===== src/sv/fba_pkg.sv =====
`timescale 1ns / 1ps
// ----------------------------------------------------------------------------
// Frame bitmap allocator package
// Shared payload types, operation and status codes, and sizing constants for
// the frame bitmap allocator.
// ----------------------------------------------------------------------------
package fba_pkg;

	// Sizing defaults and fixed field widths.
	localparam int FRAME_COUNT_DEF   = 4096;
	localparam int FRAME_W           = 12;
	localparam int FRAME_FIELD_LIMIT = 4096;
	localparam int WORD_W            = 32;
	localparam int BIT_IDX_W         = 5;

	// Operation codes.
	localparam logic OP_ALLOC = 1'b0;
	localparam logic OP_FREE  = 1'b1;

	// Status codes.
	localparam logic [1:0] STATUS_DONE = 2'd0;
	localparam logic [1:0] STATUS_NOP  = 2'd1;
	localparam logic [1:0] STATUS_FULL = 2'd2;

	// Request payload.
	typedef struct packed {
		logic               operation;
		logic [FRAME_W-1:0] page_frame;
		logic               kernel_page;
		logic               writable_page;
	} fba_req_t;

	// Response payload.
	typedef struct packed {
		logic [1:0]         status;
		logic [FRAME_W-1:0] new_frame;
		logic               present_bit;
		logic               write_bit;
		logic               user_bit;
	} fba_rsp_t;

	// Control for the shared word unit.
	typedef struct packed {
		logic                 set_n_clr;
		logic [BIT_IDX_W-1:0] bit_idx;
		logic                 last_word;
	} fba_unit_ctl_t;

	// Status from the shared word unit.
	typedef struct packed {
		logic                 full;
		logic [BIT_IDX_W-1:0] pick;
	} fba_unit_sts_t;

endpackage


===== src/sv/frame_bitmap_allocator_core.sv =====
`timescale 1ns / 1ps
// ----------------------------------------------------------------------------
// Frame bitmap allocator core
// Page frame allocator over a used-bitmap held in a word memory, with a
// small sequencer driving one shared word unit.
// ----------------------------------------------------------------------------
// One request is handled at a time and the block is not ready while it works.
// An allocate for a page with no frame scans the bitmap one word per cycle
// through the single memory read port, from word 0 up to the first word with
// a free frame; the default 4096 frames give 128 words (words = frames/32
// rounded up, capped at 4096 frames). A free reads the frame's word and
// clears its bit in the S_FREE state, and a request with nothing to do
// returns its result on the cycle after the transfer. A new request is taken
// only when the result register is empty or being emptied. The bitmap is all
// free after reset with no clearing pass.
// ----------------------------------------------------------------------------
module frame_bitmap_allocator_core
	import fba_pkg::*;
#(
	parameter int FRAME_COUNT = FRAME_COUNT_DEF
) (
	input  logic     clk,
	input  logic     arst_n,
	input  logic     req_valid,
	output logic     req_ready,
	input  fba_req_t req,
	output logic     rsp_valid,
	input  logic     rsp_ready,
	output fba_rsp_t rsp
);

	localparam int SCAN_LIMIT = (FRAME_COUNT < FRAME_FIELD_LIMIT) ? FRAME_COUNT :
		FRAME_FIELD_LIMIT;
	localparam int MEM_WORDS  = (SCAN_LIMIT + WORD_W - 1) / WORD_W;
	localparam int AW         = (MEM_WORDS > 1) ? $clog2(MEM_WORDS) : 1;
	localparam int LAST_BITS  = SCAN_LIMIT - WORD_W * (MEM_WORDS - 1);
	localparam logic [AW-1:0] LAST_ADDR = AW'(MEM_WORDS - 1);

	typedef enum logic [2:0] {
		S_IDLE = 3'b001,
		S_SCAN = 3'b010,
		S_FREE = 3'b100
	} state_t;

	state_t            state_q, state_d;
	fba_req_t          item_q;
	logic [AW-1:0]     chk_q, chk_d;
	fba_rsp_t          rsp_q, rsp_d;
	logic              rsp_valid_q;
	logic              rsp_load;
	logic              accept;
	logic [AW-1:0]     rd_addr;
	logic [WORD_W-1:0] rd_data;
	logic              wr_en;
	logic [AW-1:0]     wr_addr;
	logic [AW-1:0]     free_addr;
	logic [WORD_W-1:0] new_word;
	fba_unit_ctl_t     unit_ctl;
	fba_unit_sts_t     unit_sts;
	logic              in_range;

	assign req_ready = (state_q == S_IDLE) && (!rsp_valid_q || rsp_ready);
	assign accept    = req_valid && req_ready;
	assign rsp_valid = rsp_valid_q;
	assign rsp       = rsp_q;

	assign free_addr = item_q.page_frame[AW+BIT_IDX_W-1:BIT_IDX_W];
	assign in_range  = {20'd0, req.page_frame} < 32'(FRAME_COUNT);

	// Read address: first word on an allocate, the frame's word on a free,
	// and the next word while scanning.
	always_comb begin
		case (state_q)
			S_SCAN: rd_addr = chk_q + AW'(1);
			default: begin
				if (req.operation == OP_FREE) begin
					rd_addr = req.page_frame[AW+BIT_IDX_W-1:BIT_IDX_W];
				end else begin
					rd_addr = '0;
				end
			end
		endcase
	end

	// Shared word unit control.
	assign unit_ctl.set_n_clr = (state_q == S_SCAN);
	assign unit_ctl.bit_idx   = item_q.page_frame[BIT_IDX_W-1:0];
	assign unit_ctl.last_word = (chk_q == LAST_ADDR);

	assign wr_addr = (state_q == S_FREE) ? free_addr : chk_q;

	// Sequencer and result formation.
	always_comb begin
		state_d  = state_q;
		chk_d    = chk_q;
		rsp_d    = rsp_q;
		rsp_load = 1'b0;
		wr_en    = 1'b0;
		case (state_q)
			S_IDLE: begin
				if (accept) begin
					rsp_d = '{status: STATUS_NOP, new_frame: '0, present_bit: 1'b0,
						write_bit: 1'b0, user_bit: 1'b0};
					chk_d = '0;
					if (req.operation == OP_ALLOC) begin
						if (req.page_frame != '0) begin
							rsp_d.new_frame = req.page_frame;
							rsp_load        = 1'b1;
						end else begin
							state_d = S_SCAN;
						end
					end else begin
						if (req.page_frame == '0) begin
							rsp_load = 1'b1;
						end else if (!in_range) begin
							rsp_d.status = STATUS_DONE;
							rsp_load     = 1'b1;
						end else begin
							state_d = S_FREE;
						end
					end
				end
			end
			S_SCAN: begin
				if (!unit_sts.full) begin
					wr_en    = 1'b1;
					rsp_load = 1'b1;
					rsp_d    = '{status: STATUS_DONE,
						new_frame: FRAME_W'({chk_q, unit_sts.pick}),
						present_bit: 1'b1, write_bit: item_q.writable_page,
						user_bit: ~item_q.kernel_page};
					state_d  = S_IDLE;
				end else if (chk_q == LAST_ADDR) begin
					rsp_load = 1'b1;
					rsp_d    = '{status: STATUS_FULL, new_frame: '0, present_bit: 1'b0,
						write_bit: 1'b0, user_bit: 1'b0};
					state_d  = S_IDLE;
				end else begin
					chk_d = chk_q + AW'(1);
				end
			end
			S_FREE: begin
				wr_en    = 1'b1;
				rsp_load = 1'b1;
				rsp_d    = '{status: STATUS_DONE, new_frame: '0, present_bit: 1'b0,
					write_bit: 1'b0, user_bit: 1'b0};
				state_d  = S_IDLE;
			end
			default: begin
				state_d = S_IDLE;
			end
		endcase
	end

	// Control registers.
	always_ff @(posedge clk or negedge arst_n) begin
		if (!arst_n) begin
			state_q     <= S_IDLE;
			chk_q       <= '0;
			rsp_valid_q <= 1'b0;
		end else begin
			state_q <= state_d;
			chk_q   <= chk_d;
			if (rsp_load) begin
				rsp_valid_q <= 1'b1;
			end else if (rsp_ready) begin
				rsp_valid_q <= 1'b0;
			end
		end
	end

	// Payload registers.
	always_ff @(posedge clk) begin
		if (accept) begin
			item_q <= req;
		end
		rsp_q <= rsp_d;
	end

	fba_bitmap_mem #(
		.DEPTH (MEM_WORDS),
		.AW    (AW)
	) u_mem (
		.clk     (clk),
		.arst_n  (arst_n),
		.rd_addr (rd_addr),
		.rd_data (rd_data),
		.wr_en   (wr_en),
		.wr_addr (wr_addr),
		.wr_data (new_word)
	);

	fba_word_unit #(
		.LAST_BITS (LAST_BITS)
	) u_unit (
		.word     (rd_data),
		.ctl      (unit_ctl),
		.sts      (unit_sts),
		.new_word (new_word)
	);

endmodule


===== src/sv/fba_bitmap_mem.sv =====
`timescale 1ns / 1ps
// ----------------------------------------------------------------------------
// Frame bitmap memory
// One word per 32 frames, one write and one registered read per cycle. A
// word that has never been written reads as zero through its valid bit.
// ----------------------------------------------------------------------------
module fba_bitmap_mem
	import fba_pkg::*;
#(
	parameter int DEPTH = 128,
	parameter int AW    = 7
) (
	input  logic              clk,
	input  logic              arst_n,
	input  logic [AW-1:0]     rd_addr,
	output logic [WORD_W-1:0] rd_data,
	input  logic              wr_en,
	input  logic [AW-1:0]     wr_addr,
	input  logic [WORD_W-1:0] wr_data
);

	logic [WORD_W-1:0] mem [DEPTH];
	logic [DEPTH-1:0]  valid_q;
	logic [WORD_W-1:0] rd_word_q;
	logic              rd_valid_q;

	// Storage array and registered read data.
	always_ff @(posedge clk) begin
		if (wr_en) begin
			mem[wr_addr] <= wr_data;
		end
		rd_word_q <= mem[rd_addr];
	end

	// Valid bits clear at reset, so the whole bitmap starts free.
	always_ff @(posedge clk or negedge arst_n) begin
		if (!arst_n) begin
			valid_q    <= '0;
			rd_valid_q <= 1'b0;
		end else begin
			if (wr_en) begin
				valid_q[wr_addr] <= 1'b1;
			end
			rd_valid_q <= valid_q[rd_addr];
		end
	end

	assign rd_data = rd_valid_q ? rd_word_q : '0;

endmodule


===== src/sv/fba_word_unit.sv =====
`timescale 1ns / 1ps
// ----------------------------------------------------------------------------
// Frame bitmap word unit
// Shared unit that tests one bitmap word for a free frame, picks the lowest
// free bit, and forms the updated word for a set or a clear.
// ----------------------------------------------------------------------------
module fba_word_unit
	import fba_pkg::*;
#(
	parameter int LAST_BITS = 32
) (
	input  logic [WORD_W-1:0] word,
	input  fba_unit_ctl_t     ctl,
	output fba_unit_sts_t     sts,
	output logic [WORD_W-1:0] new_word
);

	// Bits of the last word that lie beyond the scan range count as used.
	localparam logic [WORD_W-1:0] HIGH_MASK = (LAST_BITS >= WORD_W) ? '0 :
		~((WORD_W'(1) << LAST_BITS) - WORD_W'(1));

	logic [WORD_W-1:0]    eff_word;
	logic [BIT_IDX_W-1:0] pick;
	logic [BIT_IDX_W-1:0] idx;
	logic [WORD_W-1:0]    onehot;

	assign eff_word = ctl.last_word ? (word | HIGH_MASK) : word;

	// Lowest clear bit of the effective word.
	always_comb begin
		pick = '0;
		for (int i = WORD_W - 1; i >= 0; i--) begin
			if (!eff_word[i]) begin
				pick = BIT_IDX_W'(i);
			end
		end
	end

	assign sts.full = &eff_word;
	assign sts.pick = pick;

	// Set the picked bit on allocation, clear the given bit on free.
	assign idx      = ctl.set_n_clr ? pick : ctl.bit_idx;
	assign onehot   = WORD_W'(1) << idx;
	assign new_word = ctl.set_n_clr ? (word | onehot) : (word & ~onehot);

endmodule

===== config.mk =====
export PLATFORM = sky130hd
export DESIGN_NAME = frame_bitmap_allocator_core
export DESIGN_NICKNAME = d
export VERILOG_FILES = /design/src/sv/fba_pkg.sv /design/src/sv/frame_bitmap_allocator_core.sv /design/src/sv/fba_bitmap_mem.sv /design/src/sv/fba_word_unit.sv
export SDC_FILE = /design/constraint.sdc
export NUM_CORES = 2
export LEC_CHECK = 0
export ABC_AREA = 1
export BUFFER_PORTS_ARGS = -buffer_cell sky130_fd_sc_hd__buf_2
export CORE_ASPECT_RATIO = 2
export CORE_MARGIN = 2
export CORE_UTILIZATION = 50
export CTS_BUF_LIST = sky130_fd_sc_hd__clkbuf_4 sky130_fd_sc_hd__clkbuf_8
export CTS_CLUSTER_SIZE = 14
export DETAILED_ROUTE_END_ITERATION = 6
export PLACE_DENSITY_LB_ADDON = 0.15
export SYNTH_ARGS = -nofsm -noshare
export SYNTH_HDL_FRONTEND = slang
export SYNTH_HIERARCHICAL = 1
export SYNTH_SLANG_ARGS = --single-unit

===== constraint.sdc =====
create_clock -name clk -period 11.5 [get_ports clk]
set_clock_uncertainty 0.1 [all_clocks]
set_input_delay 1.725 -clock clk [delete_from_list [all_inputs] [get_ports clk]]
set_output_delay 1.725 -clock clk [all_outputs]
set_load 0.005 [all_outputs]

==> Word level (Yosys, flattened, before mapping) <==
Memory sizes are Yosys's and may differ from the RTL's. A register that Yosys moved wholly into a read port is not among the register bits.
Cells that the tools add are included.
{ "totals": {"memories": 1, "ff_bits": 171, "word_cells": 120, "mem_bits_rw": 4096, "in_bits": 19} }
{ "mem_list": {"columns": ["name", "depth", "word_bits", "read_ports", "rd_clocked_by_memory_dff", "write_ports", "line_no", "source"], "rows": [
  ["u_mem.mem", 128, 32, 1, 1, 1, "fba_bitmap_mem.sv:22", "logic [WORD_W-1:0] mem [DEPTH];"]
]} }
{ "classes": {"n_mux": 72, "n_shift": 1, "eq_ne": 10, "bitwise_logic": 5, "order_cmp": 3, "n_reduce_logical": 14, "addsub": 1} }
{ "op_table": {"columns": ["op", "n"], "rows": [
  ["2-to-1 mux 5 bit", 33],
  ["bitwise OR 128 bit", 1],
  ["2-to-1 mux 32 bit", 2],
  ["2-to-1 mux 17 bit", 3],
  ["one-hot mux 17 bit (3 select lines)", 1],
  ["2-to-1 mux 7 bit", 6],
  ["AND 32 bit", 1],
  ["NOT 32 bit", 1],
  ["bitwise OR 32 bit", 1],
  ["AND reduction 32 bit", 1],
  ["left shift 1 x 5 -> 32 bit, first input constant", 1],
  ["2-to-1 mux 12 bit", 2],
  ["2-to-1 mux 3 bit", 6],
  ["< comparator 7 x 8 -> 1 bit, second input constant", 2],
  ["one-hot mux 7 bit (2 select lines)", 1],
  ["2-to-1 mux 1 bit", 13],
  ["zero test 12 bit", 1],
  ["nonzero test 12 bit", 1],
  ["!= test 3 bit, second input constant", 3],
  ["AND reduction 4 bit", 2],
  ["adder 7 x 1 -> 7 bit, second input constant", 1],
  ["binary-select mux 1 bit (select 7 bit)", 1],
  ["demux 1 bit (select 7 bit)", 1],
  ["equality test 7 bit, second input constant", 1],
  ["other kinds (15)", 20]
]} }

==> Logic depth before layout (Yosys ltp) <==
{ "logic_depth": {"word_depth": 38, "ltp_mapped": 40} }

==> Hierarchy <==
Netlist, hierarchy kept.
{ "modules_own_cells": {"columns": ["module", "n_inst", "cells_per_inst", "area_each_um2"], "rows": [
  ["fba_bitmap_mem", 1, 13997, 170511.0],
  ["frame_bitmap_allocator_core", 1, 215, 2119.5],
  ["fba_word_unit", 1, 272, 1243.7]
]} }

==> Worst setup path before layout <==
Ideal clock, no wire load.
{ "synth_timing": {"kind": "register -> register", "from": "register u_mem.rd_valid_q", "to": "memory u_mem.mem[0][21], data pin", "arrival_ns": 4.198, "slack_ns": 6.691, "synth_period_minus_slack_ns": 4.809, "t_required_ns": 10.889, "setup_time_ns": 0.511, "stages_incl_launch_ff": 41, "n_path_buf": 2, "cell_sequence": "dfrtp_1 clkbuf_1 nand2_1 inv_1 nand2_1 nand2_1 nand2_1 nand2_1 nand2_1 nand2_1 nand2_1 nand2_1 nand2_1 nand2_1 nand2_1 nand2_1 nand2_1 nand2_1 (+5 left out) nand2_1 nand2_1 nand2_1 nand2_1 nand2_1 nand2_1 nand2_1 nand2_1 nand2_1 nand2_1 nand2_2 nand3_4 nand2_4 buf_6 nand3_2 nor2_2 nand3_1 nand2_1"} }
{ "synth_via": {"word_cells_on_any_way": 39} }
{ "synth_rtl": {"columns": ["element", "line_no", "source"], "rows": [
  ["start, declared", "fba_bitmap_mem.sv:25", "logic rd_valid_q;"],
  ["start signal, assigned", "fba_bitmap_mem.sv:44", "rd_valid_q <= valid_q[rd_addr];"],
  ["2-to-1 mux 32 bit *", "fba_bitmap_mem.sv:48", "assign rd_data = rd_valid_q ? rd_word_q : '0;"],
  ["via rd_data[30]", "frame_bitmap_allocator_core.sv:53", "logic [WORD_W-1:0] rd_data;"],
  ["2-to-1 mux 5 bit * (31 in series)", "fba_word_unit.sv:33", "if (!eff_word[i]) begin"],
  ["2-to-1 mux 5 bit *", "fba_word_unit.sv:43", "assign idx = ctl.set_n_clr ? pick : ctl.bit_idx;"],
  ["left shift 1 x 5 -> 32 bit *", "fba_word_unit.sv:44", "assign onehot = WORD_W'(1) << idx;"],
  ["NOT 32 bit", "fba_word_unit.sv:45", "assign new_word = ctl.set_n_clr ? (word | onehot) : (word & ~onehot);"],
  ["AND 32 bit", "fba_word_unit.sv:45", null],
  ["2-to-1 mux 32 bit *", "fba_word_unit.sv:45", null],
  ["via new_word[21]", "frame_bitmap_allocator_core.sv:57", "logic [WORD_W-1:0] new_word;"],
  ["end, declared", "fba_bitmap_mem.sv:22", null]
]} }
The timed path passes the listed nets; every way through them passes the cells marked *.

==> Worst setup path after layout <==
{ "layout_timing": {"from": "register state_q[1]", "to": "register u_mem.rd_word_q[16] (read register of u_mem.mem)"} }
{ "layout_via": {"elab_chain_cells": 2} }
{ "layout_lines": {"columns": ["element", "line_no", "source"], "rows": [
  ["start, declared", "frame_bitmap_allocator_core.sv:45", "state_t state_q, state_d;"],
  ["start signal, assigned", "frame_bitmap_allocator_core.sv:162", "state_q <= state_d;"],
  ["equality test 3 x 2 -> 1 bit", "frame_bitmap_allocator_core.sv:73", "case (state_q)"],
  ["2-to-1 mux 7 bit", "frame_bitmap_allocator_core.sv:73", null],
  ["via rd_addr[0]", "frame_bitmap_allocator_core.sv:52", "logic [AW-1:0] rd_addr;"],
  ["end, declared", "fba_bitmap_mem.sv:24", "logic [WORD_W-1:0] rd_word_q;"]
]} }
The timed path passes the listed nets, and every way through them passes these cells.
A chain may end at the register's enable or synchronous reset.

==> impl_results.md <==
- Layout cells sized above 1: 0.109
- #FFs+latches synth: ~4,300
- Die W: approximately 420 um
- F_max: about 160 MHz
- Hold-fix buffers, CTS: 0
- Flop2flop setup slack: roughly 5.4 ns
- Unrepaired setup endpoints after global routing: no
- Final slew viol count: 28
- Final worst setup slack: ~5.4 ns
- Die Area: roughly 350,000 um^2
- Hold Violations, Final: 0
- Rows: 306
- Boundary Pins: 38
- FFs w/ async S/R, synth: 0.0326
- Synthesized area: roughly 170,000 um^2
- Clock root buffer: clkbuf_8
- Number of vias per cell: 6.22
- Worst R2R Path Depth: 17
- Status: finished, violations left
- Final wirelength: just over 600 mm
- Routed wire length per instance: 31.5 um
- PwrDens: approximately 200 nW/um^2
- RR Endpoint: u_mem/rd_word_q[16]
- Starting density of the core: 0.502
- Synth warn: 6
- Post-CTS setup buffers: 0
- Critical path launch point type: register
- Final Cycle Share: 0.533
- Routed Antenna Nets: 0
- Synth area leaders: edfxtp_1, nand3_1, nand2_1
- Data required, critical path: about 12 ns
- DRT iter0 DRCs: 16,600
- Multi-input logic area: 41,500 um^2
- Number of global-route vias before repair: between 100k and 150k
- Top post-synthesis cells by count: nand2_1, nand3_1, edfxtp_1, buf_2, nor2_1
- Post-synth cell types: 42
- Initial antenna violation count: 32
- Worst-path maximum fanout: 68
- Synth Instances: ~14,000
- DRC: 0
- Final Util: 0.550
- Most frequent cell after synthesis: nand2_1
- Synth top area share: 0.713
- Min Tclk post-route: between 6 and 7 ns
- RD Place Congestion: 0.912
- GR Overflow Total: 0
- Syn nets: ~15,000
- Clk_lat worst skew: ~1.2 ns
- Crit path largest cell delay: ~0.7 ns
- Clock transition at path regs: about 0.070 ns
- Largest net degree at the start of global routing: 210
- Pre-CTS setup slack: 4.41 ns
- Max Root-Sink Buffers: 4
- # resized after CTS: 0
- Main synth FF type: edfxtp_1
- Sequential Area: approximately 130,000 um^2
- Min-Delay Path Depth: 1
- Number of fill cells: roughly 29,000
- Worst slew margin: -0.0375
- Clock tree sinks: around 4,300
- Fin cells: 19,600
- Area delta synth->final: 9.57%
- Crit-path cells: inv_2 -> nor2_2 -> nand2_4 -> nor2_1 -> a31o_4 -> buf_4 -> buf_4 -> buf_4 -> buf_4 -> nand2_1 -> nand3_1 -> nand3_1 -> nand3_1 -> nand3_1 -> nand3_1 -> nand3_1 -> nand2_1
- Post-synth EDFFs: just over 4,000
- Worst R2R Start: state_q[1]
- Hpwl dp: 323 mm
- Post-Syn Area per Cell: 12.0 um^2
- Worst Hold Path EP: u_mem/valid_q[97]
- Register area share after synthesis: 0.737
- CTS tree: yes
- HP Class: register to register
- DRT Pass-1 Iters: 6
- Hold Path Origin: u_mem/valid_q[97]
- Total leakage power: between 60 and 70 nW
- Vias: 122,000
- Critical path's slowest cell: buf_4
- Setup-failing EPs final: 0
- Peak VDD IR: 127 uV
- Nets: approximately 14,000
- CORE AREA: 346,000 um^2
- Failing checks: max-capacitance violations, max-slew violations
- Worst Tran Pin Value: 1.56 ns
- Critical path capture point type: register
- Arr. time, crit path: 7.10 ns
- Yosys top cell by area: edfxtp_1
- Most frequent cell on the critical path: nand3_1
- Number of max-cap violations: 1
- GR Util All Layers: 0.343
- Pwr Total: between 30 and 40 mW
- First-pass GRT wire length: about 860 mm
- IO buf count: 37
- H-tree levels: 6
- Path type of the worst setup path: register to register
- Die height: roughly 840 um
- Dpl cells: approximately 18,000
- Total CTS buffers: 595
- TNS Setup: 0 ns
[how the worst max path moves through the flow]
| stage | endpoint | depth (start not counted) | slack [ns] | start |
|---|---|---|---|---|
| 2_1_floorplan | u_mem/mem[0][21] | 40 | 6.69 | u_mem/rd_valid_q |
| 3_3_place_gp | u_mem/rd_word_q[8] | 14 | 4.39 | req[14] |
| 3_5_place_dp | u_mem/rd_word_q[8] | 13 | 4.41 | req[14] |
| 4_1_cts | u_mem/rd_word_q[0] | 16 | 5.53 | state_q[1] |
| 5_1_grt | u_mem/mem[22][5] | 40 | 5.13 | u_mem/rd_valid_q |
| 6_report | u_mem/rd_word_q[16] | 17 | 5.37 | state_q[1] |
[layer usage]
| layer | up-vias | routed length, um | GRT usage | part of all wire |
|---|---|---|---|---|
| li1 | 51400 | - | - | - |
| met1 | 60600 | 209000 | 0.407 | 0.34 |
| met2 | 7786 | 291000 | 0.553 | 0.47 |
| met3 | 1852 | 61700 | 0.0628 | 0.10 |
| met4 | 6 | 55400 | 0.269 | 0.090 |
| met5 | - | 43 | 0 | 0.000070 |
[state kept, by name, summed over array words and instances, names as in the netlist, 3 cells and up]
signal,cells
u_mem/mem,4096
state_q,3
item_q,7
rsp,17
chk_q,7
u_mem/rd_word_q,32
u_mem/valid_q,128
free_addr,7
[power breakdown]
group          total, mW  switching [mW]  leakage (nW)  internal (mW)
combinational       6.90            5.55          21.7           1.35
sequential          18.7           0.139          40.0           18.6
clock               11.9            5.81          6.21           6.09
total               37.5            11.5          68.0           26.0
[placed cells by master (no fill, tap or decap), types with 42 or more instances in the layout]
cell type and n:
clkinv_1 115, inv_1 101, or2_2 127, buf_12 42, nand3_1 4200, nand2_1 4445
clkbuf_8 639, clkinv_2 63, edfxtp_1 4127, buf_4 240, nor2_1 55, clkbuf_4 208
dfrtp_1 139, nor2_4 131
[final cells by class]
cell class	count	area share
sequential	4299	0.672
multi-input combinational	9115	0.218
clock buffer	846	0.0543
tap	4620	0.0303
timing repair buffer	319	0.0149
clock inverter	215	0.00710
inverter	115	0.00261
antenna	34	0.000447
[critical path: cells and delay by family (launching register included)]
kind,cells,cell delay (ns)
AOI/OAI and AO/OA,1,0.42
buffers and inverters,5,2.49
DFF,1,0.34
and+or+nand+nor,11,2.49
[stage by stage]
stage          hold WS (ns)  area (um^2)
2_1_floorplan         0.324       174000
3_3_place_gp          0.351       179000
3_5_place_dp          0.353       179000
4_1_cts               0.367       190000
5_1_grt               0.379       190000
6_report              0.364       191000
[cell families after synthesis]
family / synth area share
compound gates: 0.00233
flops: 0.737
fa+ha+maj: 0.0000719
simple gates: 0.229
mux: 0.0000648
buf+inv: 0.0322
Power figures use the tool's default switching activity.
